`src/rtl/butterworth_mask_coefficient_defines.svh`:
```
// Assertion macros for the Butterworth mask coefficient block.
`ifndef BUTTERWORTH_MASK_COEFFICIENT_DEFINES_SVH
`define BUTTERWORTH_MASK_COEFFICIENT_DEFINES_SVH
`ifndef NO_ASSERTIONS
`define BMC_ASSERT_IMP(lbl, clk, rstn, ante, cons, msg) \
  lbl: assert property (@(posedge clk) disable iff (!rstn) (ante) |-> (cons)) else $error(msg);
`define BMC_ASSERT_NXT(lbl, clk, rstn, ante, cons, msg) \
  lbl: assert property (@(posedge clk) disable iff (!rstn) (ante) |=> (cons)) else $error(msg);
`else
`define BMC_ASSERT_IMP(lbl, clk, rstn, ante, cons, msg)
`define BMC_ASSERT_NXT(lbl, clk, rstn, ante, cons, msg)
`endif
`endif

```
`src/rtl/bmc_pkg.sv`:
```
// Shared constants and types of the Butterworth mask coefficient block.
package bmc_pkg;

  localparam int MAX_DIM        = 1024;
  localparam int GAIN_FRAC_BITS = 15;
  localparam int MAX_ORDER      = 10;
  localparam int Q_FRAC         = 16;

  // field widths
  localparam int IDX_W   = 10;
  localparam int RAD_W   = 10;
  localparam int ORD_W   = 4;
  localparam int KIND_W  = 2;
  localparam int DIM_W   = 11;
  localparam int GAIN_W  = GAIN_FRAC_BITS + 2;
  localparam int H_W     = GAIN_FRAC_BITS + 1;

  // config port
  localparam int CFG_IDX_W  = 8;
  localparam int CFG_DATA_W = 16;
  localparam logic [CFG_IDX_W-1:0] CFG_RADIUS = 8'd0;
  localparam logic [CFG_IDX_W-1:0] CFG_ORDER  = 8'd1;
  localparam logic [CFG_IDX_W-1:0] CFG_KIND   = 8'd2;
  localparam logic [CFG_IDX_W-1:0] CFG_ROWS   = 8'd3;
  localparam logic [CFG_IDX_W-1:0] CFG_COLS   = 8'd4;

  // filter kinds
  localparam logic [KIND_W-1:0] KIND_LOW  = 2'd0;
  localparam logic [KIND_W-1:0] KIND_HIGH = 2'd1;
  localparam logic [KIND_W-1:0] KIND_DIFF = 2'd2;

  // arithmetic datapath
  localparam int Q_W    = 32;
  localparam int MUL_W  = 32;
  localparam int PROD_W = 2 * MUL_W;
  localparam int D2_W   = 2 * IDX_W + 1;
  localparam int DENR_W = 2 * RAD_W;
  localparam int DEN_W  = Q_W + 1;
  localparam int DVD_W  = 32;
  localparam int STEP_W = 6;
  localparam int HNUM_W = GAIN_FRAC_BITS + Q_FRAC + 3;

  localparam logic [STEP_W-1:0] Q_STEPS = STEP_W'(Q_W);
  localparam logic [STEP_W-1:0] H_STEPS = STEP_W'(H_W);

  typedef struct packed {
    logic              start;
    logic [DEN_W-1:0]  rem;
    logic [DVD_W-1:0]  dvd;
    logic [DEN_W-1:0]  den;
    logic [STEP_W-1:0] steps;
  } div_req_t;

endpackage

```
`src/rtl/bmc_if.sv`:
```
// Channel interfaces: bin coordinates in, coefficient out, config writes.
interface bmc_in_if import bmc_pkg::*; ();
  logic             valid;
  logic             ready;
  logic [IDX_W-1:0] row_index;
  logic [IDX_W-1:0] col_index;
  modport source (output valid, output row_index, output col_index, input ready);
  modport sink   (input valid, input row_index, input col_index, output ready);
endinterface

interface bmc_out_if import bmc_pkg::*; ();
  logic                     valid;
  logic                     ready;
  logic signed [GAIN_W-1:0] mask_gain;
  modport source (output valid, output mask_gain, input ready);
  modport sink   (input valid, input mask_gain, output ready);
endinterface

interface bmc_cfg_if import bmc_pkg::*; ();
  logic                  valid;
  logic                  ready;
  logic [CFG_IDX_W-1:0]  index;
  logic [CFG_DATA_W-1:0] data;
  modport source (output valid, output index, output data, input ready);
  modport sink   (input valid, input index, input data, output ready);
endinterface

```
`src/rtl/bmc_mul.sv`:
```
// Shared 32x32 multiplier with registered product.
module bmc_mul import bmc_pkg::*; (
  input  logic              clk_i,
  input  logic [MUL_W-1:0]  a_i,
  input  logic [MUL_W-1:0]  b_i,
  output logic [PROD_W-1:0] prod_o
);

  logic [PROD_W-1:0] prod_q;

  always_ff @(posedge clk_i) begin
    prod_q <= PROD_W'(a_i) * PROD_W'(b_i);
  end

  assign prod_o = prod_q;

endmodule

```
`src/rtl/bmc_div.sv`:
```
// Shared restoring divider, one quotient bit per cycle.
module bmc_div import bmc_pkg::*; (
  input  logic             clk_i,
  input  logic             rst_ni,
  input  div_req_t         req_i,
  output logic [DVD_W-1:0] quot_o,
  output logic             done_o
);

  logic [DEN_W-1:0]  rem_q, den_q;
  logic [DVD_W-1:0]  dvd_q;
  logic [STEP_W-1:0] cnt_q;
  logic              busy_q, done_q;
  logic [DEN_W:0]    shifted, diff;
  logic              take;

  // remainder shifted by one dividend bit, then trial subtract
  assign shifted = {rem_q, dvd_q[DVD_W-1]};
  assign diff    = shifted - {1'b0, den_q};
  assign take    = (shifted >= {1'b0, den_q});

  always_ff @(posedge clk_i or negedge rst_ni) begin
    if (!rst_ni) begin
      busy_q <= 1'b0;
      done_q <= 1'b0;
      cnt_q  <= '0;
    end else begin
      done_q <= busy_q && (cnt_q == STEP_W'(1));
      if (req_i.start) begin
        busy_q <= 1'b1;
        cnt_q  <= req_i.steps;
      end else if (busy_q) begin
        cnt_q <= cnt_q - STEP_W'(1);
        if (cnt_q == STEP_W'(1)) begin
          busy_q <= 1'b0;
        end
      end
    end
  end

  always_ff @(posedge clk_i) begin
    if (req_i.start) begin
      rem_q <= req_i.rem;
      dvd_q <= req_i.dvd;
      den_q <= req_i.den;
    end else if (busy_q) begin
      rem_q <= take ? diff[DEN_W-1:0] : shifted[DEN_W-1:0];
      dvd_q <= {dvd_q[DVD_W-2:0], take};
    end
  end

  assign quot_o = dvd_q;
  assign done_o = done_q;

endmodule

```
`src/rtl/butterworth_mask_coefficient.sv`:
```
// Top level: Butterworth frequency-plane mask coefficient, one bin per item.
//
//   port   dir  modport  payload                   item accepted when
//   cfg_i  in   sink     index, data               cfg_i.valid && cfg_i.ready
//   in_i   in   sink     row_index, col_index      in_i.valid && in_i.ready
//   out_o  out  source   mask_gain (signed Q2.15)  out_o.valid && out_o.ready
//
// Per item, the 32-step quotient d2/D^2 (skipped when it saturates) and
// the 16-step gain quotient run on the shared divider, and each of n power
// steps (n = clamped filter order) is one pass through the shared multiplier
// plus a register stage. in_i.ready is high only while the sequencer idles.
// A finished result sits in the output register; a new item is accepted
// while it waits, and the next result waits for that register to drain.
// Reset (rst_ni low, asynchronous) loads the config defaults: radius 30,
// order 2, low-pass, 512 x 512. cfg_i.ready is always high.
`include "butterworth_mask_coefficient_defines.svh"

module butterworth_mask_coefficient import bmc_pkg::*; (
  input  logic      clk_i,
  input  logic      rst_ni,
  bmc_cfg_if.sink   cfg_i,
  bmc_in_if.sink    in_i,
  bmc_out_if.source out_o
);

  // sequencer states
  localparam logic [3:0] S_IDLE   = 4'd0;
  localparam logic [3:0] S_SQR    = 4'd1;  // issue dr*dr
  localparam logic [3:0] S_SQC    = 4'd2;  // issue dc*dc
  localparam logic [3:0] S_SQD    = 4'd3;  // issue D*D
  localparam logic [3:0] S_QCHK   = 4'd4;  // latch D^2
  localparam logic [3:0] S_QSTART = 4'd5;  // saturate or start d2/D^2
  localparam logic [3:0] S_QDIV   = 4'd6;
  localparam logic [3:0] S_POW    = 4'd7;  // issue p*q
  localparam logic [3:0] S_POWW   = 4'd8;  // take p*q >> 16
  localparam logic [3:0] S_HSTART = 4'd9;
  localparam logic [3:0] S_HDIV   = 4'd10;
  localparam logic [3:0] S_FIN    = 4'd11;

  localparam logic [Q_W-1:0]         ONE_Q    = Q_W'(1) << Q_FRAC;
  localparam logic signed [GAIN_W-1:0] GAIN_ONE = GAIN_W'(1) << GAIN_FRAC_BITS;

  // config registers
  logic [RAD_W-1:0]  radius_q;
  logic [ORD_W-1:0]  order_cfg_q;
  logic [KIND_W-1:0] kind_q;
  logic [DIM_W-1:0]  rows_q, cols_q;

  logic [3:0]        state_q, state_d;
  logic [IDX_W-1:0]  dr_q, dc_q;
  logic [RAD_W-1:0]  rad_q;
  logic [ORD_W-1:0]  order_q, k_q;
  logic [D2_W-1:0]   d2_q;
  logic [DENR_W-1:0] denr_q;
  logic [Q_W-1:0]    q_q, p_q;
  logic [H_W-1:0]    h_q;
  logic signed [GAIN_W-1:0] gain_q, gain_d;
  logic              out_valid_q;

  logic              in_acc, out_acc, out_free, q_sat;
  logic [DIM_W-1:0]  rows_cl, cols_cl;
  logic [IDX_W-1:0]  crow, ccol, dr_d, dc_d;
  logic [MUL_W-1:0]  mul_a, mul_b;
  logic [PROD_W-1:0] prod;
  logic [DEN_W-1:0]  hden;
  logic [HNUM_W-1:0] hnum;
  logic [GAIN_W-1:0] h_ext;
  div_req_t          div_req;
  logic [DVD_W-1:0]  div_quot;
  logic              div_done;

  assign cfg_i.ready = 1'b1;
  assign in_i.ready  = (state_q == S_IDLE);
  assign in_acc      = in_i.valid && in_i.ready;
  assign out_acc     = out_o.valid && out_o.ready;
  assign out_free    = !out_valid_q || out_o.ready;
  assign out_o.valid     = out_valid_q;
  assign out_o.mask_gain = gain_q;

  // config writes, unknown indexes dropped
  always_ff @(posedge clk_i or negedge rst_ni) begin
    if (!rst_ni) begin
      radius_q    <= RAD_W'(30);
      order_cfg_q <= ORD_W'(2);
      kind_q      <= KIND_LOW;
      rows_q      <= DIM_W'(512);
      cols_q      <= DIM_W'(512);
    end else if (cfg_i.valid && cfg_i.ready) begin
      unique case (cfg_i.index)
        CFG_RADIUS: radius_q    <= cfg_i.data[RAD_W-1:0];
        CFG_ORDER:  order_cfg_q <= cfg_i.data[ORD_W-1:0];
        CFG_KIND:   kind_q      <= cfg_i.data[KIND_W-1:0];
        CFG_ROWS:   rows_q      <= cfg_i.data[DIM_W-1:0];
        CFG_COLS:   cols_q      <= cfg_i.data[DIM_W-1:0];
        default: ;
      endcase
    end
  end

  // centre and distances at accept time
  assign rows_cl = (rows_q > DIM_W'(MAX_DIM)) ? DIM_W'(MAX_DIM) : rows_q;
  assign cols_cl = (cols_q > DIM_W'(MAX_DIM)) ? DIM_W'(MAX_DIM) : cols_q;
  assign crow    = rows_cl[DIM_W-1:1];
  assign ccol    = cols_cl[DIM_W-1:1];
  assign dr_d = (in_i.row_index >= crow) ? in_i.row_index - crow : crow - in_i.row_index;
  assign dc_d = (in_i.col_index >= ccol) ? in_i.col_index - ccol : ccol - in_i.col_index;

  // d2 at or above D^2 * 2^16 means q would not fit in 32 bits
  assign q_sat = ({{(DENR_W + Q_FRAC - D2_W){1'b0}}, d2_q} >= {denr_q, {Q_FRAC{1'b0}}});

  // gain quotient: round-half-up of 2^(F+16) / (2^16 + p)
  assign hden = {1'b0, p_q} + DEN_W'(ONE_Q);
  assign hnum = (HNUM_W'(1) << (GAIN_FRAC_BITS + Q_FRAC)) + HNUM_W'(hden >> 1);

  // multiplier operand select
  always_comb begin
    mul_a = '0;
    mul_b = '0;
    unique case (state_q)
      S_SQR: begin
        mul_a = MUL_W'(dr_q);
        mul_b = MUL_W'(dr_q);
      end
      S_SQC: begin
        mul_a = MUL_W'(dc_q);
        mul_b = MUL_W'(dc_q);
      end
      S_SQD: begin
        mul_a = MUL_W'(rad_q);
        mul_b = MUL_W'(rad_q);
      end
      S_POW: begin
        mul_a = p_q;
        mul_b = q_q;
      end
      default: ;
    endcase
  end

  // divider requests
  always_comb begin
    div_req = '0;
    if (state_q == S_QSTART && !q_sat) begin
      div_req.start = 1'b1;
      div_req.rem   = DEN_W'(d2_q >> Q_FRAC);
      div_req.dvd   = {d2_q[Q_FRAC-1:0], {(DVD_W - Q_FRAC){1'b0}}};
      div_req.den   = DEN_W'(denr_q);
      div_req.steps = Q_STEPS;
    end else if (state_q == S_HSTART) begin
      div_req.start = 1'b1;
      div_req.rem   = DEN_W'(hnum >> H_W);
      div_req.dvd   = {hnum[H_W-1:0], {(DVD_W - H_W){1'b0}}};
      div_req.den   = hden;
      div_req.steps = H_STEPS;
    end
  end

  bmc_mul u_mul (
    .clk_i  (clk_i),
    .a_i    (mul_a),
    .b_i    (mul_b),
    .prod_o (prod)
  );

  bmc_div u_div (
    .clk_i  (clk_i),
    .rst_ni (rst_ni),
    .req_i  (div_req),
    .quot_o (div_quot),
    .done_o (div_done)
  );

  // output coefficient by filter kind
  assign h_ext = GAIN_W'(h_q);
  always_comb begin
    case (kind_q)
      KIND_LOW:  gain_d = h_ext;
      KIND_HIGH: gain_d = GAIN_ONE - h_ext;
      KIND_DIFF: gain_d = GAIN_ONE - (h_ext << 1);
      default:   gain_d = '0;
    endcase
  end

  // next state
  always_comb begin
    state_d = state_q;
    unique case (state_q)
      S_IDLE:   if (in_acc) state_d = S_SQR;
      S_SQR:    state_d = S_SQC;
      S_SQC:    state_d = S_SQD;
      S_SQD:    state_d = S_QCHK;
      S_QCHK:   state_d = S_QSTART;
      S_QSTART: state_d = q_sat ? S_POW : S_QDIV;
      S_QDIV:   if (div_done) state_d = S_POW;
      S_POW:    state_d = (k_q == order_q) ? S_HSTART : S_POWW;
      S_POWW:   state_d = S_POW;
      S_HSTART: state_d = S_HDIV;
      S_HDIV:   if (div_done) state_d = S_FIN;
      S_FIN:    if (out_free) state_d = S_IDLE;
      default:  state_d = S_IDLE;
    endcase
  end

  always_ff @(posedge clk_i or negedge rst_ni) begin
    if (!rst_ni) begin
      state_q     <= S_IDLE;
      out_valid_q <= 1'b0;
    end else begin
      state_q <= state_d;
      if (state_q == S_FIN && out_free) begin
        out_valid_q <= 1'b1;
      end else if (out_acc) begin
        out_valid_q <= 1'b0;
      end
    end
  end

  // datapath registers
  always_ff @(posedge clk_i) begin
    if (in_acc) begin
      dr_q    <= dr_d;
      dc_q    <= dc_d;
      rad_q   <= (radius_q == '0) ? RAD_W'(1) : radius_q;
      order_q <= (order_cfg_q > ORD_W'(MAX_ORDER)) ? ORD_W'(MAX_ORDER) : order_cfg_q;
    end
    case (state_q)
      S_SQC:  d2_q   <= D2_W'(prod[2*IDX_W-1:0]);
      S_SQD:  d2_q   <= d2_q + D2_W'(prod[2*IDX_W-1:0]);
      S_QCHK: denr_q <= prod[DENR_W-1:0];
      S_QSTART: begin
        if (q_sat) begin
          q_q <= '1;
          p_q <= ONE_Q;
          k_q <= '0;
        end
      end
      S_QDIV: begin
        if (div_done) begin
          q_q <= div_quot[Q_W-1:0];
          p_q <= ONE_Q;
          k_q <= '0;
        end
      end
      S_POWW: begin
        // truncate to 16 fraction bits, saturate at 2^32 - 1
        p_q <= (prod[PROD_W-1:Q_W+Q_FRAC] != '0) ? '1 : prod[Q_W+Q_FRAC-1:Q_FRAC];
        k_q <= k_q + ORD_W'(1);
      end
      S_HDIV: if (div_done) h_q <= div_quot[H_W-1:0];
      S_FIN:  if (out_free) gain_q <= gain_d;
      default: ;
    endcase
  end

  `BMC_ASSERT_NXT(a_busy_after_accept, clk_i, rst_ni, in_i.valid && in_i.ready, !in_i.ready, "ready high right after accept")
  `BMC_ASSERT_IMP(a_gain_range, clk_i, rst_ni, out_o.valid, (out_o.mask_gain <= GAIN_ONE) && (out_o.mask_gain >= -GAIN_ONE), "coefficient out of range")
  `BMC_ASSERT_IMP(a_div_done_state, clk_i, rst_ni, div_done, (state_q == S_QDIV) || (state_q == S_HDIV), "divider done outside divide state")
  `BMC_ASSERT_IMP(a_pow_count, clk_i, rst_ni, state_q == S_POWW, k_q < order_q, "power step past order")

endmodule
```
`src/flat_wrapper.sv`:
```
// flat-port wrapper written by rule: the top's interface ports become plain ports
module butterworth_mask_coefficient_flat import bmc_pkg::*;
  (clk_i, rst_ni, cfg_i_valid, cfg_i_index, cfg_i_data, cfg_i_ready, in_i_valid, in_i_row_index, in_i_col_index, in_i_ready, out_o_valid, out_o_mask_gain, out_o_ready);
  bmc_cfg_if cfg_i_i ();
  bmc_in_if in_i_i ();
  bmc_out_if out_o_i ();
  input  logic clk_i;
  input  logic rst_ni;
  input wire logic [$bits(cfg_i_i.valid)-1:0] cfg_i_valid;
  input wire logic [$bits(cfg_i_i.index)-1:0] cfg_i_index;
  input wire logic [$bits(cfg_i_i.data)-1:0] cfg_i_data;
  output wire logic [$bits(cfg_i_i.ready)-1:0] cfg_i_ready;
  input wire logic [$bits(in_i_i.valid)-1:0] in_i_valid;
  input wire logic [$bits(in_i_i.row_index)-1:0] in_i_row_index;
  input wire logic [$bits(in_i_i.col_index)-1:0] in_i_col_index;
  output wire logic [$bits(in_i_i.ready)-1:0] in_i_ready;
  output wire logic [$bits(out_o_i.valid)-1:0] out_o_valid;
  output wire logic [$bits(out_o_i.mask_gain)-1:0] out_o_mask_gain;
  input wire logic [$bits(out_o_i.ready)-1:0] out_o_ready;
  assign cfg_i_i.valid = cfg_i_valid;
  assign cfg_i_i.index = cfg_i_index;
  assign cfg_i_i.data = cfg_i_data;
  assign cfg_i_ready = cfg_i_i.ready;
  assign in_i_i.valid = in_i_valid;
  assign in_i_i.row_index = in_i_row_index;
  assign in_i_i.col_index = in_i_col_index;
  assign in_i_ready = in_i_i.ready;
  assign out_o_valid = out_o_i.valid;
  assign out_o_mask_gain = out_o_i.mask_gain;
  assign out_o_i.ready = out_o_ready;
  butterworth_mask_coefficient u_core (.clk_i(clk_i), .rst_ni(rst_ni), .cfg_i(cfg_i_i), .in_i(in_i_i), .out_o(out_o_i));
endmodule
```
`config.mk`:
```
export PLATFORM = sky130hd
export DESIGN_NAME = butterworth_mask_coefficient_flat
export DESIGN_NICKNAME = d
export VERILOG_FILES = /design/src/rtl/bmc_pkg.sv /design/src/rtl/bmc_if.sv /design/src/rtl/bmc_mul.sv /design/src/rtl/bmc_div.sv /design/src/rtl/butterworth_mask_coefficient.sv /design/src/flat_wrapper.sv
export VERILOG_INCLUDE_DIRS = /design/src /design/src/rtl
export SDC_FILE = /design/constraint.sdc
export NUM_CORES = 2
export LEC_CHECK = 0
export ABC_AREA = 1
export BUFFER_PORTS_ARGS = -buffer_cell sky130_fd_sc_hd__buf_4
export CAP_MARGIN = 20
export CORE_MARGIN = 10
export CORE_UTILIZATION = 30
export DETAILED_ROUTE_END_ITERATION = 8
export PLACE_DENSITY = 0.43
export SLEW_MARGIN = 20
export SYNTH_ARGS = -nofsm -noshare
export SYNTH_HDL_FRONTEND = slang
export SYNTH_SLANG_ARGS = --single-unit
```
`constraint.sdc`:
```
create_clock -name clk_i -period 18.67 [get_ports clk_i]
set_clock_uncertainty 0.15 [all_clocks]
set_input_delay 0.9335 -clock clk_i [delete_from_list [all_inputs] [get_ports clk_i]]
set_output_delay 0.9335 -clock clk_i [all_outputs]
set_load 0.02 [all_outputs]
```
==> metrics.yaml <==
wl_per_cell_um: 22.53
min_path_type: "input port to async pin"
drt_wl_total_mm: 205.9
yosysTopAreaCell: "fa_1"
drtAntennaViolNets: 0
grt_overflow: 0
htreeDepth: 2
synth_flop_cell: "edfxtp_1"
netlist-cell-type-count: 61
timing.final.crit_share: 0.5395
muxShareOfSynthArea: 0.0001822
root_buffer: "clkbuf_16"
ys_async_sr_fraction: 0.1311
nNetsFinal: 8029
synth_edf_count: 274
synth.most_common_cell: "nand2_1"
setup_viol: 0
cts_sinks: 389
slew_headroom: 0.2506
dp_hpwl_mm: 170.3
design_area_um2: 59900
syn_area_per_cell_um2: 8.170
core_um2: 182700
io_pins: 69
end_kind: "register"
synth_nets: 8040
die_area_um2: 200700
synthTopCellsByCount: "nand2_1 (1483), inv_1 (1421), fa_1 (902)"
diodes: 0
grt_pass1_wl_mm: 303.9
ys_seq_area_frac: 0.1964
post-cts-setup-buffers: 0
clock_latency_ns: 0.65
grt_max_degree: 67
utilization: 0.3279
cts_made_buffers: 48
synth_area_um2: 54950
finalHoldViolations: 0
p_per_area_nw_per_um2: 33.74
clk_pin_slew_worst_paths_ns: 0.06
ctsHoldBuffers: 0
cap_viol_max_count: 0
netlist.area_leader.share: 0.3286
vias: 43520
ys_ff_latch: 389
viasPerCell: 4.762
grt_usage: 0.2037
fmax_mhz: 99.29
io_buffers: 62
ir_drop_mv: 0.06552
drt-pass1-iter-count: 6
p_leak_nw: 29.94
period_needed_ns: 10.07
slew_viol_final: 0
num_rows: 157
die_h_um: 448.0
start_util: 0.3008
status: "complete, no violations"
layout_setup_ws_ns: 8.598
drc: 0
critical_path_required_ns: 18.97
synth_compound_area_frac: 0.04554
synth.area.top_cells: "fa_1 (33%), edfxtp_1 (15%), nand2_1 (10%)"
synthAdderAreaFrac: 0.4115
worst-path-max-fanout: 31
worst_hold_slack_ns: 0.1875
synth_top_family_by_area: "adder cells"
rsz0062_at_grt: "false"
placed_area_um2: 58170
clockBufferDepth: 3
worstPathArrival_ns: 10.37
grt_pass1_vias: 45280
critPathLaunchType: "register"
synth-xor-area-share: 0.01753
cts_resized: 0
gp_congestion: 0.9432
fillers: 19520
dp.cells: 9049
die_w_um: 448.0
yosys.area_share.simple: 0.2103
drive_gt1_frac: 0.05626
synth_warnings: 0
antenna_found_initial: 6
area_growth_pct: 9.020
synth_cells: 6725
criticalPathCategory: "register to register"
tns_ns: 0
initialDrtViolationCount: 3145
cts_tree: "built"
tightest_slew_ns: 1.124
power.total_mw: 2.021
dp_slack_ns: 8.769
fin_cells: 9139
report_power, final:
| group | total [mW] | switching, mW | internal (mW) |
|---|---|---|---|
| combinational | 0.0717 | 0.0435 | 0.0282 |
| sequential | 0.924 | 0.00365 | 0.921 |
| clock | 1.02 | 0.411 | 0.613 |
logic make-up after synthesis:
logic type,Yosys count
other,1
muxes,1
xor gates and xnor gates,110
AOI/OAI and AO/OA,463
DFF,389
and+or+nand+nor,2812
buffers and inverters,1683
adders and majority gates,1266
sequential cells by signal, indices dropped and copies added, names as in the netlist, 16 cells and up:
name	flops
u_core.u_mul.prod_o	64
u_core.u_div.den_q	33
u_core.u_div.rem_q	33
u_core.p_q	32
u_core.q_q	32
u_core.u_div.quot_o	32
u_core.d2_q	21
u_core.denr_q	20
u_core.out_o.mask_gain	17
u_core.h_q	16
critical path, stage by stage, from the launching register on:
cell,delay [ns]
dfrtp_1,0.40
inv_2,0.06
nor2_2,0.14
inv_2,0.09
nor2_4,0.08
buf_4,0.28
inv_4,0.22
buf_4,0.44
nor2_2,0.51
clkinv_1,0.66
nor2_1,0.32
fa_1,0.47
fa_1,0.55
inv_1,0.06
fa_1,0.56
fa_1,0.44
fa_1,0.55
inv_1,0.05
fa_1,0.56
fa_1,0.48
fa_1,0.64
ha_1,0.36
a21oi_1,0.35
o21ai_0,0.27
a21oi_1,0.31
o21ai_0,0.16
a21oi_1,0.48
xor2_1,0.12
placed cells by master, fill, tap and decap left out, types with 41 or more instances in the layout:
master	count
a21oi_1	181
buf_4	150
clkbuf_16	49
dfrtp_1	44
dfxtp_1	64
edfxtp_1	274
fa_1	902
ha_1	364
inv_1	1420
inv_2	41
nand2_1	1481
nand3_1	222
nand4_1	45
nor2_1	870
nor2_2	44
o21ai_0	208
xor2_1	74
area by class of cell:
cell class                 count  area, µm²  share of cell area
multi-input combinational   4653      37740              0.6301
inverter                    1472       5528             0.09228
sequential                   389      10790              0.1802
tap                         2385       2984             0.04982
clock buffer                  60       1308             0.02183
clock inverter                30      420.4            0.007018
timing repair buffer         150       1126             0.01880
worst paths after layout:
kind                                                     end  cells after the start  slack [ns]                                 start
min                             u_core.cols_q[8]$_DFFE_PN0P_                      1        0.19                                rst_ni
max reg2reg                  u_core.u_mul.prod_o[35]$_DFF_P_                     27        8.60         u_core.state_q[2]$_DFFE_PN0P_
min reg2reg                          u_core.h_q[3]$_DFFE_PP_                      0        0.29  u_core.u_div.quot_o[3]$_SDFFCE_PN0P_
max                          u_core.u_mul.prod_o[35]$_DFF_P_                     27        8.60         u_core.state_q[2]$_DFFE_PN0P_
max in group asynchronous  u_core.u_div.cnt_q[2]$_DFFE_PN0P_                      1       17.69                                rst_ni
min in group clk_i                   u_core.h_q[3]$_DFFE_PP_                      0        0.29  u_core.u_div.quot_o[3]$_SDFFCE_PN0P_
layer usage:
layer | vias up | GRT usage | wire length, µm
met5 | - | 0 | 41
met4 | 6 | 0.05255 | 6311
met3 | 236 | 0.03162 | 11090
met2 | 1116 | 0.3374 | 95600
met1 | 21990 | 0.2772 | 92830
li1 | 20170 | - | -
(Power assumes the default switching activity.)
